<file path="src/hw/rtl/combined_lcg_shuffle_rng_top_defines.svh">
// assertion macros for the combined lcg shuffle generator
// used by combined_lcg_shuffle_rng_top, expects clk and rst_n in scope
`ifndef COMBINED_LCG_SHUFFLE_RNG_TOP_DEFINES_SVH
`define COMBINED_LCG_SHUFFLE_RNG_TOP_DEFINES_SVH

`ifndef SYNTHESIS

`define CLSR_ASSERT_SAME(lbl, ante, cons) \
  lbl: assert property (@(posedge clk) disable iff (!rst_n) (ante) |-> (cons)) \
    else $error("clsr check failed");

`define CLSR_ASSERT_NEXT(lbl, ante, cons) \
  lbl: assert property (@(posedge clk) disable iff (!rst_n) (ante) |=> (cons)) \
    else $error("clsr check failed");

`else

`define CLSR_ASSERT_SAME(lbl, ante, cons)

`define CLSR_ASSERT_NEXT(lbl, ante, cons)

`endif

`endif

</file>
<file path="src/hw/rtl/clsr_pkg.sv">
// shared constants and types for the combined lcg shuffle generator
// no dependencies
package clsr_pkg;

  localparam int SEED_W      = 31;
  localparam int RAW_W       = 31;
  localparam int DEV_W       = 24;
  localparam int IN_TDATA_W  = 32;
  localparam int OUT_TDATA_W = 56;
  localparam int MULK_W      = 16;
  localparam int PROD_W      = 47;
  localparam int FOLD_W      = 8;
  localparam int DEV_SHIFT   = 7;

  localparam logic [RAW_W-1:0]  MOD_A      = 31'd2147483563;
  localparam logic [RAW_W-1:0]  MOD_B      = 31'd2147483399;
  localparam logic [RAW_W-1:0]  TOP_A      = 31'd2147483562;
  localparam logic [MULK_W-1:0] MUL_A      = 16'd40014;
  localparam logic [MULK_W-1:0] MUL_B      = 16'd40692;
  // 2^31 minus each modulus
  localparam logic [FOLD_W-1:0] FOLD_A     = 8'd85;
  localparam logic [FOLD_W-1:0] FOLD_B     = 8'd249;
  localparam logic [RAW_W-1:0]  GEN_A_INIT = 31'd1;
  localparam logic [RAW_W-1:0]  GEN_B_INIT = 31'd123456789;
  localparam logic [DEV_W-1:0]  DEV_CAP    = 24'd16777214;

  typedef enum logic [10:0] {
    S_CLEAR    = 11'b00000000001,
    S_IDLE     = 11'b00000000010,
    S_DIV_EST  = 11'b00000000100,
    S_DIV_BACK = 11'b00000001000,
    S_DIV_FIX  = 11'b00000010000,
    S_MUL      = 11'b00000100000,
    S_FOLD     = 11'b00001000000,
    S_RED      = 11'b00010000000,
    S_COMB     = 11'b00100000000,
    S_DEV_MUL  = 11'b01000000000,
    S_DEV_CMP  = 11'b10000000000
  } state_t;

  typedef enum logic [1:0] {
    KIND_WARM  = 2'd0,
    KIND_GEN_A = 2'd1,
    KIND_GEN_B = 2'd2
  } step_kind_t;

  typedef enum logic {
    CMD_DRAW   = 1'b0,
    CMD_RESEED = 1'b1
  } cmd_t;

endpackage

</file>
<file path="src/hw/rtl/clsr_ram.sv">
// generic simple dual-port ram, one write and one registered read port
// no dependencies
module clsr_ram #(
  parameter int WIDTH = 31,
  parameter int DEPTH = 32,
  parameter int AW    = (DEPTH > 1) ? $clog2(DEPTH) : 1
) (
  input  logic             clk,
  input  logic             wr_en,
  input  logic [AW-1:0]    wr_addr,
  input  logic [WIDTH-1:0] wr_data,
  input  logic             rd_en,
  input  logic [AW-1:0]    rd_addr,
  output logic [WIDTH-1:0] rd_data
);

  logic [WIDTH-1:0] mem_r [DEPTH];
  logic [WIDTH-1:0] rd_data_r;

  always_ff @(posedge clk) begin
    if (wr_en) begin
      mem_r[wr_addr] <= wr_data;
    end
    if (rd_en) begin
      rd_data_r <= mem_r[rd_addr];
    end
  end

  assign rd_data = rd_data_r;

endmodule

</file>
<file path="src/hw/rtl/combined_lcg_shuffle_rng_top.sv">
// combined lcg generator with shuffle table: sequencer, shared modmul unit
// depends on clsr_pkg, clsr_ram and combined_lcg_shuffle_rng_top_defines.svh
//
// usage:
// input channel in_*: in_tuser is the command (0 draw, 1 reseed then draw),
// in_tdata carries the seed. output channel out_*: one transfer per input
// transfer, raw combined value and a q0.24 deviate.
// after reset the shuffle table is swept to zero, entry by entry, with
// in_tready low; the generators take their reset values at once.
// one item at a time: in_tready is high only while the sequencer is idle.
// a draw runs from accept to the result register through these steps: the
// slot index from a reciprocal multiply and a one-step correction (S_DIV_EST,
// S_DIV_BACK, S_DIV_FIX), two modular multiplies through the shared
// multiplier, each in S_MUL, S_FOLD and S_RED, the table read-modify-write
// and a multiply-compare for the deviate.
// a reseed adds TABLE_DEPTH + WARMUP_EXTRA warm-up steps of the first generator.
// the result sits in an output register; the next item is accepted while it
// waits, and a finished item holds in the last step while the receiver stalls
`include "combined_lcg_shuffle_rng_top_defines.svh"

module combined_lcg_shuffle_rng_top
  import clsr_pkg::*;
#(
  parameter int TABLE_DEPTH  = 32,
  parameter int WARMUP_EXTRA = 8
) (
  input  logic                   clk,
  input  logic                   rst_n,
  input  logic                   in_tvalid,
  output logic                   in_tready,
  input  logic [IN_TDATA_W-1:0]  in_tdata,   // seed[30:0]
  input  logic                   in_tuser,   // cmd
  output logic                   out_tvalid,
  input  logic                   out_tready,
  output logic [OUT_TDATA_W-1:0] out_tdata   // raw_value[30:0], deviate[54:31]
);

  localparam int SLOT_W   = (TABLE_DEPTH > 1) ? $clog2(TABLE_DEPTH) : 1;
  localparam int WARM_N   = TABLE_DEPTH + WARMUP_EXTRA;
  localparam int WARM_W   = (WARM_N > 1) ? $clog2(WARM_N) : 1;
  localparam int QB       = $clog2(TABLE_DEPTH + 1);
  localparam logic [RAW_W-1:0] SLOT_DIV =
    RAW_W'(64'd1 + 64'(TOP_A) / 64'(TABLE_DEPTH));
  // floor(2^31 / SLOT_DIV), the estimate is low by at most one
  localparam logic [MULK_W-1:0] SLOT_RCP =
    MULK_W'((64'd1 << RAW_W) / (64'd1 + 64'(TOP_A) / 64'(TABLE_DEPTH)));

  state_t             state_r, state_nxt;
  step_kind_t         kind_r, kind_nxt;
  logic [SLOT_W-1:0]  clr_cnt_r, clr_cnt_nxt;
  logic [WARM_W-1:0]  warm_cnt_r, warm_cnt_nxt;
  logic [RAW_W-1:0]   first_gen_r, first_gen_nxt;
  logic [RAW_W-1:0]   second_gen_r, second_gen_nxt;
  logic [RAW_W-1:0]   last_combined_r, last_combined_nxt;
  logic               out_valid_r, out_valid_nxt;

  logic [PROD_W-1:0]  prod_r, prod_nxt;
  logic [RAW_W:0]     sum_r, sum_nxt;
  logic [RAW_W-1:0]   y_r, y_nxt;
  logic [RAW_W-1:0]   div_rem_r, div_rem_nxt;
  logic [QB-1:0]      div_q_r, div_q_nxt;
  logic [SLOT_W-1:0]  slot_r, slot_nxt;
  logic [RAW_W-1:0]   out_raw_r, out_raw_nxt;
  logic [DEV_W-1:0]   out_dev_r, out_dev_nxt;

  // shared multiplier and modular fold
  logic [RAW_W-1:0]   mul_x;
  logic [MULK_W-1:0]  mul_k;
  logic [FOLD_W-1:0]  fold_c;
  logic [23:0]        fold_prod;
  logic [RAW_W-1:0]   red_mod;
  logic [RAW_W-1:0]   red_res;

  // slot index correction
  logic [RAW_W-1:0]   div_diff;
  logic [QB-1:0]      div_q_fix;

  // combine and deviate
  logic [RAW_W:0]     comb_diff;
  logic [RAW_W-1:0]   comb_y;
  logic [32:0]        dev_rem;
  logic               dev_inc;
  logic [DEV_W:0]     dev_sum;
  logic [DEV_W-1:0]   dev_val;

  logic [SEED_W-1:0]  seed_clamped;
  logic               warm_wr;

  logic               ram_we;
  logic [SLOT_W-1:0]  ram_waddr;
  logic [RAW_W-1:0]   ram_wdata;
  logic               ram_re;
  logic [RAW_W-1:0]   ram_rdata;

  clsr_ram #(
    .WIDTH (RAW_W),
    .DEPTH (TABLE_DEPTH),
    .AW    (SLOT_W)
  ) u_table (
    .clk     (clk),
    .wr_en   (ram_we),
    .wr_addr (ram_waddr),
    .wr_data (ram_wdata),
    .rd_en   (ram_re),
    .rd_addr (slot_r),
    .rd_data (ram_rdata)
  );

  assign in_tready  = (state_r == S_IDLE);
  assign out_tvalid = out_valid_r;
  assign out_tdata  = {1'b0, out_dev_r, out_raw_r};

  always_comb begin
    if (state_r == S_DEV_MUL) begin
      mul_x = {{DEV_SHIFT{1'b0}}, y_r[RAW_W-1:DEV_SHIFT]};
      mul_k = MULK_W'(FOLD_A);
    end else if (state_r == S_DIV_EST) begin
      mul_x = div_rem_r;
      mul_k = SLOT_RCP;
    end else if (state_r == S_DIV_BACK) begin
      mul_x = SLOT_DIV;
      mul_k = prod_r[PROD_W-1:RAW_W];
    end else if (kind_r == KIND_GEN_B) begin
      mul_x = second_gen_r;
      mul_k = MUL_B;
    end else begin
      mul_x = first_gen_r;
      mul_k = MUL_A;
    end
    fold_c    = (kind_r == KIND_GEN_B) ? FOLD_B : FOLD_A;
    red_mod   = (kind_r == KIND_GEN_B) ? MOD_B : MOD_A;
    fold_prod = 24'(prod_r[PROD_W-1:RAW_W]) * 24'(fold_c);
    red_res   = (sum_r >= (RAW_W+1)'(red_mod)) ? RAW_W'(sum_r - (RAW_W+1)'(red_mod))
                                               : sum_r[RAW_W-1:0];

    div_diff  = div_rem_r - prod_r[RAW_W-1:0];
    div_q_fix = (div_diff >= SLOT_DIV) ? (div_q_r + QB'(1)) : div_q_r;

    comb_diff = {1'b0, ram_rdata} - {1'b0, second_gen_r};
    if (comb_diff[RAW_W] || (comb_diff == '0)) begin
      comb_y = RAW_W'(comb_diff + (RAW_W+1)'(TOP_A));
    end else begin
      comb_y = comb_diff[RAW_W-1:0];
    end

    dev_rem = 33'({y_r[DEV_SHIFT-1:0], {DEV_W{1'b0}}}) + 33'(prod_r[RAW_W-1:0]);
    dev_inc = (dev_rem >= 33'(MOD_A));
    dev_sum = (DEV_W+1)'(y_r[RAW_W-1:DEV_SHIFT]) + (DEV_W+1)'(dev_inc);
    dev_val = (dev_sum > (DEV_W+1)'(DEV_CAP)) ? DEV_CAP : dev_sum[DEV_W-1:0];

    seed_clamped = in_tdata[SEED_W-1:0];
    if (seed_clamped == '0) begin
      seed_clamped = SEED_W'(1);
    end else if (seed_clamped > TOP_A) begin
      seed_clamped = TOP_A;
    end

    warm_wr = (state_r == S_RED) && (kind_r == KIND_WARM) &&
              (32'(warm_cnt_r) < 32'(TABLE_DEPTH));
  end

  always_comb begin
    state_nxt         = state_r;
    kind_nxt          = kind_r;
    clr_cnt_nxt       = clr_cnt_r;
    warm_cnt_nxt      = warm_cnt_r;
    first_gen_nxt     = first_gen_r;
    second_gen_nxt    = second_gen_r;
    last_combined_nxt = last_combined_r;
    out_valid_nxt     = out_valid_r && !out_tready;
    prod_nxt          = prod_r;
    sum_nxt           = sum_r;
    y_nxt             = y_r;
    div_rem_nxt       = div_rem_r;
    div_q_nxt         = div_q_r;
    slot_nxt          = slot_r;
    out_raw_nxt       = out_raw_r;
    out_dev_nxt       = out_dev_r;
    ram_we            = 1'b0;
    ram_waddr         = slot_r;
    ram_wdata         = first_gen_r;
    ram_re            = 1'b0;

    case (state_r)
      S_CLEAR: begin
        ram_we      = 1'b1;
        ram_waddr   = clr_cnt_r;
        ram_wdata   = '0;
        clr_cnt_nxt = clr_cnt_r + SLOT_W'(1);
        if (clr_cnt_r == SLOT_W'(TABLE_DEPTH - 1)) begin
          state_nxt = S_IDLE;
        end
      end
      S_IDLE: begin
        if (in_tvalid) begin
          if (in_tuser == CMD_RESEED) begin
            first_gen_nxt  = seed_clamped;
            second_gen_nxt = seed_clamped;
            warm_cnt_nxt   = WARM_W'(WARM_N - 1);
            kind_nxt       = KIND_WARM;
            state_nxt      = S_MUL;
          end else begin
            div_rem_nxt = last_combined_r;
            state_nxt   = S_DIV_EST;
          end
        end
      end
      S_DIV_EST: begin
        prod_nxt  = PROD_W'(mul_x) * PROD_W'(mul_k);
        state_nxt = S_DIV_BACK;
      end
      S_DIV_BACK: begin
        div_q_nxt = QB'(prod_r[PROD_W-1:RAW_W]);
        prod_nxt  = PROD_W'(mul_x) * PROD_W'(mul_k);
        state_nxt = S_DIV_FIX;
      end
      S_DIV_FIX: begin
        if (div_q_fix > QB'(TABLE_DEPTH - 1)) begin
          slot_nxt = SLOT_W'(TABLE_DEPTH - 1);
        end else begin
          slot_nxt = SLOT_W'(div_q_fix);
        end
        kind_nxt  = KIND_GEN_A;
        state_nxt = S_MUL;
      end
      S_MUL: begin
        prod_nxt  = PROD_W'(mul_x) * PROD_W'(mul_k);
        state_nxt = S_FOLD;
      end
      S_FOLD: begin
        sum_nxt   = (RAW_W+1)'(prod_r[RAW_W-1:0]) + (RAW_W+1)'(fold_prod);
        state_nxt = S_RED;
      end
      S_RED: begin
        case (kind_r)
          KIND_WARM: begin
            first_gen_nxt = red_res;
            ram_we        = warm_wr;
            ram_waddr     = SLOT_W'(warm_cnt_r);
            ram_wdata     = red_res;
            if (warm_cnt_r == '0) begin
              last_combined_nxt = red_res;
              div_rem_nxt       = red_res;
              state_nxt         = S_DIV_EST;
            end else begin
              warm_cnt_nxt = warm_cnt_r - WARM_W'(1);
              state_nxt    = S_MUL;
            end
          end
          KIND_GEN_A: begin
            first_gen_nxt = red_res;
            kind_nxt      = KIND_GEN_B;
            state_nxt     = S_MUL;
          end
          KIND_GEN_B: begin
            second_gen_nxt = red_res;
            ram_re         = 1'b1;
            state_nxt      = S_COMB;
          end
          default: begin
            state_nxt = S_IDLE;
          end
        endcase
      end
      S_COMB: begin
        ram_we            = 1'b1;
        last_combined_nxt = comb_y;
        y_nxt             = comb_y;
        state_nxt         = S_DEV_MUL;
      end
      S_DEV_MUL: begin
        prod_nxt  = PROD_W'(mul_x) * PROD_W'(mul_k);
        state_nxt = S_DEV_CMP;
      end
      S_DEV_CMP: begin
        if (!out_valid_r || out_tready) begin
          out_raw_nxt   = y_r;
          out_dev_nxt   = dev_val;
          out_valid_nxt = 1'b1;
          state_nxt     = S_IDLE;
        end
      end
      default: begin
        state_nxt = S_IDLE;
      end
    endcase
  end

  always_ff @(posedge clk) begin
    if (!rst_n) begin
      state_r         <= S_CLEAR;
      kind_r          <= KIND_GEN_A;
      clr_cnt_r       <= '0;
      warm_cnt_r      <= '0;
      first_gen_r     <= GEN_A_INIT;
      second_gen_r    <= GEN_B_INIT;
      last_combined_r <= '0;
      out_valid_r     <= 1'b0;
    end else begin
      state_r         <= state_nxt;
      kind_r          <= kind_nxt;
      clr_cnt_r       <= clr_cnt_nxt;
      warm_cnt_r      <= warm_cnt_nxt;
      first_gen_r     <= first_gen_nxt;
      second_gen_r    <= second_gen_nxt;
      last_combined_r <= last_combined_nxt;
      out_valid_r     <= out_valid_nxt;
    end
  end

  always_ff @(posedge clk) begin
    prod_r    <= prod_nxt;
    sum_r     <= sum_nxt;
    y_r       <= y_nxt;
    div_rem_r <= div_rem_nxt;
    div_q_r   <= div_q_nxt;
    slot_r    <= slot_nxt;
    out_raw_r <= out_raw_nxt;
    out_dev_r <= out_dev_nxt;
  end

  `CLSR_ASSERT_SAME(a_red_in_range, state_r == S_RED, red_res < red_mod)
  `CLSR_ASSERT_SAME(a_comb_in_range, state_r == S_COMB, (comb_y != '0) && (comb_y <= TOP_A))
  `CLSR_ASSERT_NEXT(a_busy_after_accept, in_tvalid && in_tready, !in_tready)

endmodule
</file>
<file path="config.mk">
export PLATFORM = sky130hd
export DESIGN_NAME = combined_lcg_shuffle_rng_top
export DESIGN_NICKNAME = d
export VERILOG_FILES = /design/src/hw/rtl/clsr_pkg.sv /design/src/hw/rtl/clsr_ram.sv /design/src/hw/rtl/combined_lcg_shuffle_rng_top.sv
export VERILOG_INCLUDE_DIRS = /design/src /design/src/hw/rtl
export SDC_FILE = /design/constraint.sdc
export NUM_CORES = 2
export LEC_CHECK = 0
export ABC_AREA = 0
export BUFFER_PORTS_ARGS = -buffer_cell sky130_fd_sc_hd__buf_2
export CORE_ASPECT_RATIO = 0.8
export CORE_MARGIN = 3
export CORE_UTILIZATION = 40
export DETAILED_ROUTE_END_ITERATION = 8
export GPL_TIMING_DRIVEN = 0
export PLACE_DENSITY_LB_ADDON = 0.12
export RECOVER_POWER = 50
export SLEW_MARGIN = 25
export SYNTH_ARGS = -nofsm -noshare
export SYNTH_HDL_FRONTEND = slang
export SYNTH_SLANG_ARGS = --single-unit
</file>
<file path="constraint.sdc">
create_clock -name clk -period 12.6 [get_ports clk]
set_input_delay 1.26 -clock clk [delete_from_list [all_inputs] [get_ports clk]]
set_output_delay 1.26 -clock clk [all_outputs]
set_load 0.02 [all_outputs]
</file>
==> impl_results.html <==
<table>
<tr><th>Metric</th><th>Value</th></tr>
<tr><th colspan="2">Timing</th></tr>
<tr><td>Maximum achievable frequency</td><td>around 82 MHz</td></tr>
<tr><td>Minimum clock period</td><td>12.20 ns</td></tr>
<tr><td>Unrepaired setup endpoints after global routing</td><td>false</td></tr>
<tr><td>Worst hold slack</td><td>0.476 ns</td></tr>
<tr><td>Final period utilization</td><td>0.968</td></tr>
<tr><td>Final count of pins violating max slew</td><td>189</td></tr>
<tr><td>Least-Margin Pin Slew</td><td>roughly 2.6 ns</td></tr>
<tr><td>Total count of hold-check failures in the final report</td><td>0</td></tr>
<tr><td>Total setup violations reported at the end of the flow</td><td>0</td></tr>
<tr><td>Max-slew headroom</td><td>-0.716</td></tr>
<tr><td>Worst setup skew after layout</td><td>0.0798 ns</td></tr>
<tr><th colspan="2">Logic synthesis</th></tr>
<tr><td>Number of synthesized flops with an enable pin</td><td>roughly 1200</td></tr>
<tr><td>Primary flip-flop cell chosen by synthesis mapping</td><td>edfxtp_1</td></tr>
<tr><td>Share of synthesized registers carrying an async set or reset</td><td>0</td></tr>
<tr><td>Synthesized cell area</td><td>between 70000 and 80000 sq um</td></tr>
<tr><td>Syn Inst Count</td><td>5847</td></tr>
<tr><td>Yosys cell types</td><td>83</td></tr>
<tr><td>Syn. warnings</td><td>0</td></tr>
<tr><td>Area share of the leading cell type in the synthesized netlist</td><td>0.480</td></tr>
<tr><td>Cell type with the highest aggregate area in the netlist</td><td>edfxtp_1</td></tr>
<tr><td>Sequential element share of the synthesized area</td><td>0.511</td></tr>
<tr><td>Synthesized flop and latch total</td><td>roughly 1300</td></tr>
<tr><td>Biggest area contributors in the synthesized netlist</td><td>edfxtp_1 (48%), fa_1 (13%), mux4_2 (9.1%)</td></tr>
<tr><td>Average instance area after synthesis</td><td>13.1 sq um</td></tr>
<tr><th colspan="2">Power and ir drop</th></tr>
<tr><td>Power per standard cell area</td><td>112 nW/um^2</td></tr>
<tr><td>Sequential share of power</td><td>0.511</td></tr>
<tr><td>Internal Power</td><td>7470 uW</td></tr>
<tr><td>Switching Share</td><td>0.229</td></tr>
<tr><td>Post-layout total power</td><td>9700 uW</td></tr>
<tr><td>Worst supply voltage drop on vdd</td><td>0.132 mV</td></tr>
<tr><td>Clock network fraction of total power</td><td>0.447</td></tr>
<tr><td>Sw Pwr</td><td>2230 uW</td></tr>
<tr><td>Combinational fraction of design power</td><td>0.042</td></tr>
<tr><td>Leakage power figure</td><td>0.0334 uW</td></tr>
<tr><th colspan="2">Setup path</th></tr>
<tr><td>Sort of element at the start of the critical path</td><td>flip-flop</td></tr>
<tr><td>Maximum fanout along the worst path</td><td>10</td></tr>
<tr><td>Slowest stage delay, CP</td><td>0.93 ns</td></tr>
<tr><td>R2R depth</td><td>28</td></tr>
<tr><td>Worst setup EP type</td><td>flip-flop</td></tr>
<tr><td>Startpoint-to-endpoint class of the critical path</td><td>reg -&gt; reg</td></tr>
<tr><td>Worst path slowest cell</td><td>o21ai_0</td></tr>
<tr><td>Critical register-to-register path endpoint</td><td>prod_r[39]$_DFFE_PP_</td></tr>
<tr><td>R2R Path Start</td><td>state_r[10]$_SDFFE_PN0P_</td></tr>
<tr><td>Endpoint arrival time on the critical path</td><td>12.67 ns</td></tr>
<tr><td>Cell occurring most often along the worst timing path</td><td>fa_1</td></tr>
<tr><td>Required arrival time at the worst endpoint</td><td>13.06 ns</td></tr>
<tr><td>Flop2flop setup slack</td><td>between 0.3 and 0.4 ns</td></tr>
<tr><th colspan="2">Cells and area</th></tr>
<tr><td>Area taken by multi-input logic gates</td><td>34600 sq um</td></tr>
<tr><td>Layout area overhead</td><td>13.0%</td></tr>
<tr><td>Commonest cells after routing, fill and taps aside</td><td>edfxtp_1 (1230), inv_1 (691), nand2_1 (554), fa_1 (497), nor2_1 (373)</td></tr>
<tr><td>Utilization after layout</td><td>0.456</td></tr>
<tr><td>Cell area after layout</td><td>86900 sq um</td></tr>
<tr><td>Final layout net count</td><td>7010</td></tr>
<tr><td>Number of filler cells placed in the layout</td><td>17327</td></tr>
<tr><td>Register cell area after layout</td><td>39300 sq um</td></tr>
<tr><td>Most common library cell in the layout ignoring fill and taps</td><td>edfxtp_1</td></tr>
<tr><td>Final non-filler cell total</td><td>approximately 9000</td></tr>
<tr><td>Ratio of cells with drive above 1 in the final layout</td><td>0.114</td></tr>
<tr><th colspan="2">Placement</th></tr>
<tr><td>Cells after DPL</td><td>8603</td></tr>
<tr><td>Final estimated routing congestion in global placement</td><td>1.03</td></tr>
<tr><td>Number of port buffers</td><td>92</td></tr>
<tr><td>DPL Wire Length</td><td>about 210000 um</td></tr>
<tr><td>Cell area reported after detailed placement</td><td>83800 sq um</td></tr>
<tr><th colspan="2">Detailed routing</th></tr>
<tr><td>Number of optimization iterations in the first detailed-route pass</td><td>6</td></tr>
<tr><td>Antenna Violating Nets Remaining</td><td>0</td></tr>
<tr><td>Final wirelength</td><td>270000 um</td></tr>
<tr><td>WL per Instance</td><td>30.4 um</td></tr>
<tr><td>Number of vias in the routed layout</td><td>51591</td></tr>
<tr><td>DRC errors left</td><td>0</td></tr>
<tr><td>DRC violation total after the first TritonRoute iteration</td><td>~6000</td></tr>
<tr><td>Via density per instance</td><td>5.82</td></tr>
<tr><th colspan="2">Clock tree</th></tr>
<tr><td>Clock slew at reported path FFs</td><td>~0.06 ns</td></tr>
<tr><td>Number of gates resized after CTS</td><td>0</td></tr>
<tr><td>Hold buffer count at cts</td><td>0</td></tr>
<tr><td>TritonCTS clock tree</td><td>yes</td></tr>
<tr><td>Clock sinks</td><td>approximately 1300</td></tr>
<tr><td>Skew-Pair Late Insertion Delay</td><td>0.82 ns</td></tr>
<tr><td>Buffer count from post-CTS setup fixing</td><td>0</td></tr>
<tr><td>Buffer depth of the longest clock path</td><td>3</td></tr>
<tr><td>CTS buffer count</td><td>approximately 150</td></tr>
<tr><td>Clock Tree Root</td><td>clkbuf_16</td></tr>
<tr><td>H-tree depth</td><td>4</td></tr>
<tr><th colspan="2">Die</th></tr>
<tr><td>Core region area</td><td>191000 sq um</td></tr>
<tr><td>Floorplan die width</td><td>496 um</td></tr>
<tr><td>Area of the die</td><td>198000 sq um</td></tr>
<tr><td>Height of the die</td><td>about 400 um</td></tr>
<tr><td>Initial standard-cell utilization of the core</td><td>0.403</td></tr>
<tr><td>I/O pin total</td><td>95</td></tr>
<tr><td>Num rows</td><td>between 100 and 150</td></tr>
<tr><th colspan="2">Global routing</th></tr>
<tr><td>Number of global-route vias before repair</td><td>50239</td></tr>
<tr><td>Overflow left after global routing</td><td>0</td></tr>
<tr><td>Pin count of the biggest net entering global routing</td><td>41</td></tr>
<tr><td>Wire length of the first global-routing pass</td><td>381000 um</td></tr>
<tr><td>Number of antenna violations at the first check in global routing</td><td>26</td></tr>
<tr><td>Overall global routing resource usage</td><td>0.274</td></tr>
<tr><th colspan="2">Worst hold path</th></tr>
<tr><td>Hold Path Class</td><td>reg -&gt; reg</td></tr>
<tr><td>HP Start</td><td>first_gen_r[28]$_SDFFE_PN0P_</td></tr>
<tr><td>Worst hold endpoint</td><td>first_gen_r[28]$_SDFFE_PN0P_</td></tr>
<tr><td>Number of cells on the worst hold path</td><td>2</td></tr>
<tr><th colspan="2">Status</th></tr>
<tr><td>Status</td><td>finished, violations left</td></tr>
<tr><td>Failing checks</td><td>capacitance limit, slew limit</td></tr>
<tr><th colspan="2">Run</th></tr>
<tr><td>Max capacitance violation total</td><td>12</td></tr>
</table>
[worst max path at each step]
stage | slack, ns | start | cells after the start | end
finish | 0.40 | state_r[10]$_SDFFE_PN0P_ | 28 | prod_r[39]$_DFFE_PP_
global route | 0.14 | state_r[10]$_SDFFE_PN0P_ | 30 | prod_r[39]$_DFFE_PP_
CTS | 0.20 | state_r[0]$_SDFFE_PN1P_ | 30 | prod_r[39]$_DFFE_PP_
detailed placement | 0.31 | state_r[0]$_SDFFE_PN1P_ | 30 | prod_r[39]$_DFFE_PP_
global placement | -0.09 | state_r[10]$_SDFFE_PN0P_ | 30 | prod_r[39]$_DFFE_PP_
floorplan | 4.19 | state_r[10]$_SDFFE_PN0P_ | 31 | prod_r[43]$_DFFE_PP_
[synth_stat cells, drive strengths merged (25+ instances only)]
library cell and instances:
a21o 97, a21oi 247, a31oi 47, and2 66, and3 26, buf 40
clkbuf 211, dfxtp 118, edfxtp 1230, fa 497, ha 262, inv 691
mux2 34, mux4 310, nand2 557, nand2b 25, nand3 101, nand4 45
nor2 376, nor2b 31, nor3 66, nor4 33, o21a 58, o21ai 207
xnor2 102, xor2 83
[metrics by stage]
| step | setup WS [ns] | setup TNS [ns] |
|---|---|---|
| 6_report | 0.397 | 0 |
| 3_5_place_dp | 0.314 | 0 |
| 3_3_place_gp | -0.0948 | -0.0948 |
| 5_1_grt | 0.141 | 0 |
| 2_1_floorplan | 4.19 | 0 |
| 4_1_cts | 0.201 | 0 |
[area by class of cell]
type | instances | share of cell area
Tap cell | 2537 | 0.0365
Antenna cell | 9 | 0.000259
Inverter | 692 | 0.0299
Clock inverter | 84 | 0.0120
Clock buffer | 173 | 0.0433
Multi-Input combinational cell | 3579 | 0.398
Buffer | 251 | 0.0113
Sequential cell | 1348 | 0.452
Timing Repair Buffer | 197 | 0.0164
[worst max-delay path, delay by kind of cell, from the launching register on]
family | cells | cell delay, ns
buf+inv | 7 | 2.21
flops | 1 | 0.33
fa+ha+maj | 7 | 3.40
xor+xnor | 1 | 0.66
compound gates | 6 | 3.11
simple gates | 7 | 2.09
[cells by family (layout without fill, tap and decap cells)]
family | Yosys count | after routing | share of synthesized area
adders and majority gates | 759 | 759 | 0.172
other | 2 | 34 | 0.0000977
buffers and inverters | 943 | 1397 | 0.0461
xor gates and xnor gates | 185 | 185 | 0.0212
and+or+nand+nor | 1415 | 1415 | 0.0836
muxes | 358 | 358 | 0.0976
AOI/OAI and AO/OA | 837 | 837 | 0.0682
DFF | 1348 | 1348 | 0.511
[layer usage]
metal | GRT usage | routed length, um | up-vias
met5 | 0 | 0 | -
met2 | 0.372 | 109000 | 2649
met4 | 0.0637 | 6720 | 0
met1 | 0.423 | 123000 | 26944
met3 | 0.0892 | 31600 | 355
li1 | - | - | 21643
[flip-flops by register name (all words and copies together), names as in the netlist, 6 cells and up]
register         flops
sum_r               32
out_raw_r           31
first_gen_r         31
second_gen_r        31
state_r             11
div_rem_r           31
last_combined_r     31
u_table.mem_r      992
prod_r              47
out_dev_r           24
u_table.rd_data     31
y_r                 31
div_q_r              6
warm_cnt_r           6
[power groups by stage]
stage                     registers (uW)  logic, uW  clock network (uW)
after floorplan                     5040        222                   0
after global placement              5060        383                   0
after detailed placement            5040        473                   0
after CTS                           4950        478                4410
after global routing                4960        437                4590
final                               4950        407                4340
Note: power is estimated with default switching activity, not from simulation.
